File: src/hdl/tog_pkg.sv
package tog_pkg;

    localparam int POS_W     = 10;
    localparam int GLYPH_W   = 6;
    localparam int X0_W      = 14;
    localparam int OFFSET_W  = 26;
    localparam int DIM_W     = 13;
    localparam int MASK_W    = 10;
    localparam int ROW_W     = 3;
    localparam int Q_DEPTH   = 2;
    localparam int Q_AW      = 1;
    localparam int Q_CW      = 2;

    localparam logic [POS_W-1:0]   POS_MAX        = 10'd1023;
    localparam logic [ROW_W-1:0]   LAST_ROW       = 3'd6;
    localparam logic [DIM_W-1:0]   DEFAULT_STRIDE = 13'd256;
    localparam logic [DIM_W-1:0]   DEFAULT_WIDTH  = 13'd256;
    localparam logic [DIM_W-1:0]   DEFAULT_HEIGHT = 13'd224;
    localparam logic [DIM_W-1:0]   WIDE_LIMIT     = 13'd256;
    localparam logic [DIM_W-1:0]   TALL_LIMIT     = 13'd224;
    localparam logic [GLYPH_W-1:0] GLYPH_BLANK    = 6'd34;

    // register indexes on the configuration port
    localparam logic [2:0] REG_ENABLE  = 3'd0;
    localparam logic [2:0] REG_BASE    = 3'd1;
    localparam logic [2:0] REG_STRIDE  = 3'd2;
    localparam logic [2:0] REG_WIDTH   = 3'd3;
    localparam logic [2:0] REG_HEIGHT  = 3'd4;
    localparam logic [2:0] REG_DEFBASE = 3'd5;

    typedef struct packed {
        logic [11:0] start_x;
        logic [11:0] start_y;
        logic [7:0]  char_code;
        logic [15:0] pen_color;
        logic        first_of_string;
    } t_char;

    typedef struct packed {
        logic [31:0] span_address;
        logic [9:0]  write_mask;
        logic [15:0] span_color;
        logic        last_span;
    } t_span;

    typedef struct packed {
        logic [31:0]      base;
        logic [DIM_W-1:0] stride;
        logic [DIM_W-1:0] width;
        logic [DIM_W-1:0] height;
        logic             sx;
        logic             sy;
    } t_target;

    typedef struct packed {
        logic [GLYPH_W-1:0]  glyph;
        logic [11:0]         start_y;
        logic [15:0]         color;
        logic [OFFSET_W-1:0] offset;
        logic [31:0]         base;
        logic [DIM_W-1:0]    stride;
        logic [DIM_W-1:0]    height;
        logic                sx;
        logic                sy;
        logic [MASK_W-1:0]   hmask;
    } t_job;

    localparam logic [4:0] FONT_ROM [0:34][0:6] = '{
        '{5'h0E, 5'h11, 5'h13, 5'h15, 5'h19, 5'h11, 5'h0E},
        '{5'h04, 5'h0C, 5'h04, 5'h04, 5'h04, 5'h04, 5'h0E},
        '{5'h0E, 5'h11, 5'h01, 5'h02, 5'h04, 5'h08, 5'h1F},
        '{5'h1E, 5'h01, 5'h01, 5'h0E, 5'h01, 5'h01, 5'h1E},
        '{5'h02, 5'h06, 5'h0A, 5'h12, 5'h1F, 5'h02, 5'h02},
        '{5'h1F, 5'h10, 5'h10, 5'h1E, 5'h01, 5'h01, 5'h1E},
        '{5'h06, 5'h08, 5'h10, 5'h1E, 5'h11, 5'h11, 5'h0E},
        '{5'h1F, 5'h01, 5'h02, 5'h04, 5'h08, 5'h08, 5'h08},
        '{5'h0E, 5'h11, 5'h11, 5'h0E, 5'h11, 5'h11, 5'h0E},
        '{5'h0E, 5'h11, 5'h11, 5'h0F, 5'h01, 5'h02, 5'h1C},
        '{5'h0E, 5'h11, 5'h11, 5'h1F, 5'h11, 5'h11, 5'h11},
        '{5'h1E, 5'h11, 5'h11, 5'h1E, 5'h11, 5'h11, 5'h1E},
        '{5'h0E, 5'h11, 5'h10, 5'h10, 5'h10, 5'h11, 5'h0E},
        '{5'h1E, 5'h11, 5'h11, 5'h11, 5'h11, 5'h11, 5'h1E},
        '{5'h1F, 5'h10, 5'h10, 5'h1E, 5'h10, 5'h10, 5'h1F},
        '{5'h1F, 5'h10, 5'h10, 5'h1E, 5'h10, 5'h10, 5'h10},
        '{5'h0E, 5'h11, 5'h10, 5'h17, 5'h11, 5'h11, 5'h0E},
        '{5'h0E, 5'h04, 5'h04, 5'h04, 5'h04, 5'h04, 5'h0E},
        '{5'h11, 5'h12, 5'h14, 5'h18, 5'h14, 5'h12, 5'h11},
        '{5'h10, 5'h10, 5'h10, 5'h10, 5'h10, 5'h10, 5'h1F},
        '{5'h11, 5'h1B, 5'h15, 5'h15, 5'h11, 5'h11, 5'h11},
        '{5'h11, 5'h19, 5'h15, 5'h13, 5'h11, 5'h11, 5'h11},
        '{5'h0E, 5'h11, 5'h11, 5'h11, 5'h11, 5'h11, 5'h0E},
        '{5'h1E, 5'h11, 5'h11, 5'h1E, 5'h10, 5'h10, 5'h10},
        '{5'h1E, 5'h11, 5'h11, 5'h1E, 5'h14, 5'h12, 5'h11},
        '{5'h0F, 5'h10, 5'h10, 5'h0E, 5'h01, 5'h01, 5'h1E},
        '{5'h1F, 5'h04, 5'h04, 5'h04, 5'h04, 5'h04, 5'h04},
        '{5'h11, 5'h11, 5'h11, 5'h11, 5'h11, 5'h11, 5'h0E},
        '{5'h11, 5'h11, 5'h11, 5'h11, 5'h11, 5'h0A, 5'h04},
        '{5'h11, 5'h11, 5'h0A, 5'h04, 5'h0A, 5'h11, 5'h11},
        '{5'h11, 5'h11, 5'h0A, 5'h04, 5'h04, 5'h04, 5'h04},
        '{5'h00, 5'h1F, 5'h00, 5'h1F, 5'h00, 5'h00, 5'h00},
        '{5'h00, 5'h00, 5'h00, 5'h1F, 5'h00, 5'h00, 5'h00},
        '{5'h10, 5'h08, 5'h04, 5'h02, 5'h04, 5'h08, 5'h10},
        '{5'h00, 5'h00, 5'h00, 5'h00, 5'h00, 5'h00, 5'h00}
    };

    // character code to font row index; unknown codes map to blank
    function automatic logic [GLYPH_W-1:0] glyph_index(input logic [7:0] code);
        logic [GLYPH_W-1:0] idx;
        logic [7:0]         digit;
        digit = code - 8'h30;
        idx   = GLYPH_BLANK;
        if (code inside {[8'h30:8'h39]}) begin
            idx = digit[GLYPH_W-1:0];
        end else begin
            case (code)
                8'h41: idx = 6'd10;
                8'h42: idx = 6'd11;
                8'h43: idx = 6'd12;
                8'h44: idx = 6'd13;
                8'h45: idx = 6'd14;
                8'h46: idx = 6'd15;
                8'h47: idx = 6'd16;
                8'h49: idx = 6'd17;
                8'h4B: idx = 6'd18;
                8'h4C: idx = 6'd19;
                8'h4D: idx = 6'd20;
                8'h4E: idx = 6'd21;
                8'h4F: idx = 6'd22;
                8'h50: idx = 6'd23;
                8'h52: idx = 6'd24;
                8'h53: idx = 6'd25;
                8'h54: idx = 6'd26;
                8'h55: idx = 6'd27;
                8'h56: idx = 6'd28;
                8'h58: idx = 6'd29;
                8'h59: idx = 6'd30;
                8'h3D: idx = 6'd31;
                8'h2D: idx = 6'd32;
                8'h3E: idx = 6'd33;
                default: idx = GLYPH_BLANK;
            endcase
        end
        return idx;
    endfunction

    // glyph bit 4 is the leftmost column, mask bit 0 the leftmost pixel
    function automatic logic [MASK_W-1:0] expand_row(input logic [4:0] bits,
                                                     input logic       sx);
        logic [MASK_W-1:0] m;
        m = '0;
        for (int c = 0; c < 5; c++) begin
            if (sx) begin
                m[2*c]   = bits[4-c];
                m[2*c+1] = bits[4-c];
            end else begin
                m[c] = bits[4-c];
            end
        end
        return m;
    endfunction

endpackage

File: src/hdl/text_overlay_glyph_rasterizer.sv
// Text overlay glyph rasterizer: 5x7 character generator.
// Character channel: queue-style, an item is taken on a clock edge with push
// high and full low. Span channel: the oldest span sits on o_span while empty
// is low and leaves on an edge with pop high.
// Each character yields 7 spans (14 when the target height is over 224),
// one span per clock while the receiver keeps popping, in top-to-bottom
// order; last_span marks the final one. When the block is otherwise idle, the
// first span of a character passes the job queue, then the output register,
// before it appears (empty low). The back end's row sequencer issues one span
// per cycle, while the receiver keeps up, into a single output register.
// The front end computes position, glyph index, start offset and horizontal
// clip in the cycle it takes the item and parks the job in a two-entry queue,
// so it keeps taking characters while the back end is busy or stalled.
// A stalled receiver holds the output register; the back end then stops,
// the queue fills and full rises.
// Reset (synchronous, active low) clears the config registers, the character
// position counter, the queue, the row sequencer and the output valid flag.
// Config: APB-style, registers at byte addresses 4*i; the user writes them only while idle (unenforced).
module text_overlay_glyph_rasterizer (
    input  logic           i_clk,
    input  logic           i_rst_n,
    input  logic           push,
    output logic           full,
    input  tog_pkg::t_char i_item,
    output logic           empty,
    input  logic           pop,
    output tog_pkg::t_span o_span,
    input  logic           psel,
    input  logic           penable,
    input  logic           pwrite,
    input  logic [4:0]     paddr,
    input  logic [31:0]    pwdata,
    output logic [31:0]    prdata,
    output logic           pready
);
    import tog_pkg::*;

    // configuration registers
    logic             r_enable;
    logic [31:0]      r_base;
    logic [DIM_W-1:0] r_stride;
    logic [DIM_W-1:0] r_width;
    logic [DIM_W-1:0] r_height;
    logic [31:0]      r_defbase;

    logic             cfg_wr;
    logic [2:0]       cfg_idx;
    logic             use_custom;
    t_target          target;

    logic             accept;
    t_job             front_job;
    t_job             head_job;
    logic             q_full;
    logic             q_empty;
    logic             q_pop;

    assign pready  = 1'b1;
    assign cfg_wr  = psel && penable && pwrite;
    assign cfg_idx = paddr[4:2];

    always_ff @(posedge i_clk) begin
        if (!i_rst_n) begin
            r_enable  <= 1'b0;
            r_base    <= '0;
            r_stride  <= '0;
            r_width   <= '0;
            r_height  <= '0;
            r_defbase <= '0;
        end else if (cfg_wr) begin
            case (cfg_idx)
                REG_ENABLE:  r_enable  <= pwdata[0];
                REG_BASE:    r_base    <= pwdata;
                REG_STRIDE:  r_stride  <= pwdata[DIM_W-1:0];
                REG_WIDTH:   r_width   <= pwdata[DIM_W-1:0];
                REG_HEIGHT:  r_height  <= pwdata[DIM_W-1:0];
                REG_DEFBASE: r_defbase <= pwdata;
                default:     ;
            endcase
        end
    end

    always_comb begin
        case (cfg_idx)
            REG_ENABLE:  prdata = {31'd0, r_enable};
            REG_BASE:    prdata = r_base;
            REG_STRIDE:  prdata = 32'(r_stride);
            REG_WIDTH:   prdata = 32'(r_width);
            REG_HEIGHT:  prdata = 32'(r_height);
            REG_DEFBASE: prdata = r_defbase;
            default:     prdata = '0;
        endcase
    end

    // custom target only when enabled and fully described
    always_comb begin
        use_custom    = r_enable && (r_stride != '0) && (r_width != '0) &&
                        (r_height != '0);
        target.base   = use_custom ? r_base   : r_defbase;
        target.stride = use_custom ? r_stride : DEFAULT_STRIDE;
        target.width  = use_custom ? r_width  : DEFAULT_WIDTH;
        target.height = use_custom ? r_height : DEFAULT_HEIGHT;
        target.sx     = target.width > WIDE_LIMIT;
        target.sy     = target.height > TALL_LIMIT;
    end

    assign full   = q_full;
    assign accept = push && !q_full;

    tog_front u_front (
        .i_clk    (i_clk),
        .i_rst_n  (i_rst_n),
        .i_accept (accept),
        .i_item   (i_item),
        .i_target (target),
        .o_job    (front_job)
    );

    tog_queue u_queue (
        .i_clk   (i_clk),
        .i_rst_n (i_rst_n),
        .i_push  (accept),
        .i_data  (front_job),
        .i_pop   (q_pop),
        .o_data  (head_job),
        .o_full  (q_full),
        .o_empty (q_empty)
    );

    tog_back u_back (
        .i_clk       (i_clk),
        .i_rst_n     (i_rst_n),
        .i_job       (head_job),
        .i_job_empty (q_empty),
        .o_job_pop   (q_pop),
        .i_pop       (pop),
        .o_empty     (empty),
        .o_span      (o_span)
    );

endmodule

File: src/hdl/tog_front.sv
module tog_front (
    input  logic             i_clk,
    input  logic             i_rst_n,
    input  logic             i_accept,
    input  tog_pkg::t_char   i_item,
    input  tog_pkg::t_target i_target,
    output tog_pkg::t_job    o_job
);
    import tog_pkg::*;

    logic [POS_W-1:0]    r_pos;
    logic [POS_W-1:0]    n_pos;
    logic [POS_W-1:0]    pos;
    logic [12:0]         pos5;
    logic [X0_W-1:0]     step;
    logic [X0_W-1:0]     x0;
    logic [24:0]         yoff;
    logic [MASK_W-1:0]   hmask;
    logic [3:0]          span_w;

    always_comb begin
        pos   = i_item.first_of_string ? '0 : r_pos;
        n_pos = (pos == POS_MAX) ? POS_MAX : pos + 1'b1;
        pos5  = {1'b0, pos, 2'b00} + {3'b000, pos};
        step  = i_target.sx ? {pos5, 1'b0} : {1'b0, pos5};
        x0    = {2'b00, i_item.start_x} + step;
        yoff  = 25'(i_item.start_y) * 25'(i_target.stride);
    end

    // horizontal clip, fixed for every row of the glyph
    always_comb begin
        span_w = i_target.sx ? 4'd10 : 4'd5;
        for (int k = 0; k < MASK_W; k++) begin
            hmask[k] = (4'(k) < span_w) &&
                       (({1'b0, x0} + 15'(k)) < {2'b00, i_target.width});
        end
    end

    always_comb begin
        o_job.glyph   = glyph_index(i_item.char_code);
        o_job.start_y = i_item.start_y;
        o_job.color   = i_item.pen_color;
        o_job.offset  = OFFSET_W'(yoff) + OFFSET_W'(x0);
        o_job.base    = i_target.base;
        o_job.stride  = i_target.stride;
        o_job.height  = i_target.height;
        o_job.sx      = i_target.sx;
        o_job.sy      = i_target.sy;
        o_job.hmask   = hmask;
    end

    always_ff @(posedge i_clk) begin
        if (!i_rst_n) begin
            r_pos <= '0;
        end else if (i_accept) begin
            r_pos <= n_pos;
        end
    end

`ifndef SYNTHESIS
    a_pos_saturates: assert property (@(posedge i_clk) disable iff (!i_rst_n)
        (i_accept && !i_item.first_of_string && r_pos == POS_MAX) |=> (r_pos == POS_MAX))
        else $error("character position left saturation");
    a_pos_restart: assert property (@(posedge i_clk) disable iff (!i_rst_n)
        (i_accept && i_item.first_of_string) |=> (r_pos == 10'd1))
        else $error("string start did not restart position");
`endif

endmodule

File: src/hdl/tog_queue.sv
module tog_queue (
    input  logic          i_clk,
    input  logic          i_rst_n,
    input  logic          i_push,
    input  tog_pkg::t_job i_data,
    input  logic          i_pop,
    output tog_pkg::t_job o_data,
    output logic          o_full,
    output logic          o_empty
);
    import tog_pkg::*;

    t_job            r_mem [Q_DEPTH];
    logic [Q_AW-1:0] r_wr;
    logic [Q_AW-1:0] r_rd;
    logic [Q_CW-1:0] r_count;

    assign o_data  = r_mem[r_rd];
    assign o_full  = (r_count == Q_CW'(Q_DEPTH));
    assign o_empty = (r_count == '0);

    always_ff @(posedge i_clk) begin
        if (i_push) begin
            r_mem[r_wr] <= i_data;
        end
    end

    always_ff @(posedge i_clk) begin
        if (!i_rst_n) begin
            r_wr    <= '0;
            r_rd    <= '0;
            r_count <= '0;
        end else begin
            if (i_push) begin
                r_wr <= r_wr + 1'b1;
            end
            if (i_pop) begin
                r_rd <= r_rd + 1'b1;
            end
            if (i_push && !i_pop) begin
                r_count <= r_count + 1'b1;
            end else if (i_pop && !i_push) begin
                r_count <= r_count - 1'b1;
            end
        end
    end

`ifndef SYNTHESIS
    a_no_overflow: assert property (@(posedge i_clk) disable iff (!i_rst_n)
        !(i_push && o_full))
        else $error("job queue overflow");
    a_no_underflow: assert property (@(posedge i_clk) disable iff (!i_rst_n)
        !(i_pop && o_empty))
        else $error("job queue underflow");
`endif

endmodule

File: src/hdl/tog_back.sv
module tog_back (
    input  logic          i_clk,
    input  logic          i_rst_n,
    input  tog_pkg::t_job i_job,
    input  logic          i_job_empty,
    output logic          o_job_pop,
    input  logic          i_pop,
    output logic          o_empty,
    output tog_pkg::t_span o_span
);
    import tog_pkg::*;

    logic [ROW_W-1:0]  r_row;
    logic              r_dy;
    logic [31:0]       r_addr;
    logic [DIM_W-1:0]  r_y;
    logic              r_out_valid;
    t_span             r_out;

    logic              emit;
    logic              first;
    logic              last;
    logic [31:0]       cur_addr;
    logic [DIM_W-1:0]  cur_y;
    logic [4:0]        row_bits;
    logic [MASK_W-1:0] mask;

    always_comb begin
        emit     = !i_job_empty && (!r_out_valid || i_pop);
        first    = (r_row == '0) && !r_dy;
        last     = (r_row == LAST_ROW) && (r_dy == i_job.sy);
        cur_addr = first ? i_job.base + 32'(i_job.offset) : r_addr;
        cur_y    = first ? {1'b0, i_job.start_y} : r_y;
        row_bits = FONT_ROM[i_job.glyph][r_row];
        mask     = (cur_y < i_job.height) ?
                   (expand_row(row_bits, i_job.sx) & i_job.hmask) : '0;
    end

    assign o_job_pop = emit && last;
    assign o_empty   = !r_out_valid;
    assign o_span    = r_out;

    always_ff @(posedge i_clk) begin
        if (emit) begin
            r_out.span_address <= cur_addr;
            r_out.write_mask   <= mask;
            r_out.span_color   <= i_job.color;
            r_out.last_span    <= last;
            r_addr             <= cur_addr + 32'(i_job.stride);
            r_y                <= cur_y + 1'b1;
        end
    end

    always_ff @(posedge i_clk) begin
        if (!i_rst_n) begin
            r_row       <= '0;
            r_dy        <= 1'b0;
            r_out_valid <= 1'b0;
        end else begin
            if (emit) begin
                r_out_valid <= 1'b1;
                if (i_job.sy && !r_dy) begin
                    r_dy <= 1'b1;
                end else begin
                    r_dy  <= 1'b0;
                    r_row <= last ? '0 : r_row + 1'b1;
                end
            end else if (i_pop) begin
                r_out_valid <= 1'b0;
            end
        end
    end

`ifndef SYNTHESIS
    a_row_range: assert property (@(posedge i_clk) disable iff (!i_rst_n)
        r_row <= LAST_ROW)
        else $error("glyph row counter out of range");
    a_dy_needs_tall: assert property (@(posedge i_clk) disable iff (!i_rst_n)
        r_dy |-> (!i_job_empty && i_job.sy))
        else $error("second scaled row without vertical scaling");
`endif

endmodule

File: config.mk
export PLATFORM = sky130hd
export DESIGN_NAME = text_overlay_glyph_rasterizer
export DESIGN_NICKNAME = d
export VERILOG_FILES = /design/src/hdl/tog_pkg.sv /design/src/hdl/text_overlay_glyph_rasterizer.sv /design/src/hdl/tog_front.sv /design/src/hdl/tog_queue.sv /design/src/hdl/tog_back.sv
export SDC_FILE = /design/constraint.sdc
export NUM_CORES = 2
export LEC_CHECK = 0
export BUFFER_PORTS_ARGS = -buffer_cell sky130_fd_sc_hd__clkbuf_2
export CORE_ASPECT_RATIO = 1.2
export CORE_UTILIZATION = 50
export CTS_CLUSTER_SIZE = 30
export DETAILED_ROUTE_END_ITERATION = 8
export PLACE_DENSITY = 0.72
export SLEW_MARGIN = 10
export SYNTH_ARGS = -nofsm -noshare
export SYNTH_HDL_FRONTEND = slang
export SYNTH_SLANG_ARGS = --single-unit
File: constraint.sdc
create_clock -name i_clk -period 12.5 [get_ports i_clk]
set_clock_uncertainty 0.15 [all_clocks]
set_input_delay 2.5 -clock i_clk [delete_from_list [all_inputs] [get_ports i_clk]]
set_output_delay 2.5 -clock i_clk [all_outputs]
set_load 0.01 [all_outputs]
==> results.cfg <==
[finish]
regArea_sq_um = 13400
synthToLayoutAreaGrowth_pct = 9.71
final_cell_mix = nand2_1, edfxtp_1, ha_1
final_common_cell = nand2_1
fill_cells = 6021
layout.nets = 4126
finish.utilization_pct = 55.8
drive_above_1_share_pct = 13.4
multi_input_area_sq_um = 20100

[timing]
tightestPinTransition_ns = 1.16
slew_violations = 0
fin_crit_ns = 10.78
rsz0062_at_grt = false
slew_headroom_pct = 21.7
fmax_ghz = 0.0928
hold_violations = 0
fin_tns_setup_ns = 0
period_share_pct = 86.2
setup_viol = 0
holdWs_ns = 0.329

[routing]
drc = 0
dr.pass1.iters = 6
drt-initial-drc-count = 1952
viasPerCell = 5.92
route.vias.total = 27000
antenna_left = 0
wl_mm = 94.4
routedWlPerCell_microns = 20.7

[die]
io_pins = 187
die_w_microns = 243
start_util_pct = 50.8
std_cell_rows = 105
core_area_sq_um = 68800
chipHeight_microns = 292
die_area_sq_um = 71000

[cts]
ctsLongestPathBuffers = 3
cts_tree = built
clock_latency_ns = 0.60
postCtsHoldBufs = 0
clk_pin_slew_worst_paths_ns = 0.06
htreeDepth = 2
clock-root-buffer = clkbuf_16
cts_sinks = 488
post_cts_buffers = 0
cts-buffers-inserted = 50
ctsResizeCount = 0

[setup_path]
critPathCaptureType = register
cp.arrival_ns = 10.95
reg2reg_depth = 35
critPathLaunchType = input pin
slowest_delay_ns = 0.55
crit_type = in2reg
critPathMaxFanout = 16
crit_slowest_cell = fa_1
cp_common_cell = fa_1
crit_required_ns = 12.67

[pwr]
seqPwrFrac_pct = 38.5
switching_share_pct = 33.9
powerDensity_nw_per_um2 = 142
intPower_mw = 3.59
vdd_drop_max_v = 0.000129
switchingPower_mw = 1.84
p_leak_nw = 15.2
pwr-share-comb_pct = 34.0
clkPwrFrac_pct = 27.6
finalPower_mw = 5.43

[synthesis]
synth_area_sq_um = 35000
syn-num-nets = 4024
yosys_warnings = 0
ys_ff_latch = 488
ys_types = 91
synth_edf_count = 364
ys_seq_area_share_pct = 38.3
synthArstFlopShare_pct = 0
avgSynthCellArea_sq_um = 9.96
synthCells = 3511
ys.flop_type = edfxtp_1

[grt]
antenna_found_initial = 7
grt_max_degree = 111
grt_overflow = 0
grt_pass1_vias = 26600
grt_pass1_wl_mm = 147
grt_use_total_pct = 26.4

[placed_design]
io_buffer_count = 183
place.gp.congestion = 0.973
dpl.hpwl_mm = 68.2

[min_path]
holdPathStages = 2
hp-class = reg2reg

[run_status]
outcome = complete, no violations

[run]
maxCapViolations = 0
[routing by layer]
layer	vias to the layer above	routed length (microns)	track usage, %
met5	-	71	0
met4	12	3910	11.2
met3	212	6520	3.92
met2	1001	45900	45.5
met1	13100	38000	33.0
li1	12700	-	-
[kinds of logic after synthesis]
group / share of synthesized area, %
AO/OA/AOI/OAI: 14.4
adder cells (fa/ha/maj): 17.8
XOR/XNOR: 4.78
multiplexers: 6.23
flip-flops: 38.3
other: 0.0107
AND/OR/NAND/NOR: 14.2
buffers and inverters: 4.30
[power groups by stage]
stage               Clock, mW  Combinational [mW]  Sequential [mW]
floorplan                   0                1.28             2.16
global placement            0                1.78             2.11
detailed placement          0                1.82             2.12
CTS                      1.52                1.83             2.09
global route             1.58                2.05             2.11
finish                   1.50                1.85             2.09
[worst max-delay path: cells and delay by family]
| family | cells | cell delay (ns) |
|---|---|---|
| adder cells (fa/ha/maj) | 8 | 3.37 |
| AND/OR/NAND/NOR | 6 | 1.13 |
| buffers and inverters | 5 | 0.64 |
| multiplexers | 2 | 0.58 |
| AO/OA/AOI/OAI | 12 | 2.49 |
| XOR/XNOR | 2 | 0.24 |
[flip-flops by register name (all words and copies together), names as in the netlist, named ones only]
signal,cells
r_base,32
r_defbase,32
r_enable,1
r_height,13
r_stride,13
r_width,13
u_back.o_span,59
u_back.r_addr,32
u_back.r_dy,1
u_back.r_out_valid,1
u_back.r_row,3
u_back.r_y,13
u_front.r_pos,10
u_queue.r_count,2
u_queue.r_mem,260
u_queue.r_rd,1
u_queue.r_wr,1
[worst paths after layout]
path / from / to / slack (ns)
worst max-delay path: i_item[0] / u_queue.r_mem[1][95]$_DFFE_PP_ / 1.72
worst min-delay path: r_defbase[25]$_SDFFE_PN0P_ / r_defbase[25]$_SDFFE_PN0P_ / 0.33
worst max register to register: r_height[10]$_SDFFE_PN0P_ / u_queue.r_mem[1][95]$_DFFE_PP_ / 3.57
worst min register to register: r_defbase[25]$_SDFFE_PN0P_ / r_defbase[25]$_SDFFE_PN0P_ / 0.33
[Yosys cell counts, drive strengths merged, types with 12 or more instances]
| master | number | area (sq um) |
|---|---|---|
| nor2 | 149 | 569 |
| and2 | 81 | 507 |
| nand3 | 60 | 305 |
| a21oi | 166 | 842 |
| edfxtp | 364 | 10900 |
| a31oi | 27 | 169 |
| ha | 292 | 3650 |
| a221o | 15 | 150 |
| o22ai | 12 | 75.1 |
| nand4 | 26 | 163 |
| xnor2 | 148 | 1300 |
| nor4 | 13 | 87.6 |
| xor2 | 42 | 368 |
| mux2 | 130 | 1470 |
| o211ai | 28 | 220 |
| nand2b | 31 | 194 |
| a21boi | 111 | 833 |
| and3 | 47 | 294 |
| clkbuf | 132 | 495 |
| o21ai | 161 | 806 |
| buf | 40 | 186 |
| fa | 128 | 2560 |
| mux2i | 67 | 691 |
| a22o | 22 | 193 |
| nor3 | 47 | 255 |
| nor2b | 39 | 244 |
| nand2 | 533 | 2000 |
| dfxtp | 124 | 2480 |
| inv | 216 | 811 |
| a211oi | 22 | 180 |
| a21o | 51 | 383 |
| o21a | 27 | 203 |
[stage by stage]
stage	cells	area [sq um]	worst slack (ns)
after floorplan	3511	35000	1.92
after global placement	4470	36700	1.28
after detailed placement	4470	36700	1.21
after CTS	4563	38400	1.75
after global routing	4564	38400	1.15
final	4564	38400	1.72
[layout make-up]
type,instances,area share (%)
flip-flops and latches,488,35.0
inverters,219,2.14
repair buffers,222,3.16
clock buffers,73,3.92
well taps,909,2.96
multi-input cells,2632,52.5
diodes,1,0.00652
clock inverters,20,0.404
No activity file was read; power rests on OpenSTA's default activity.
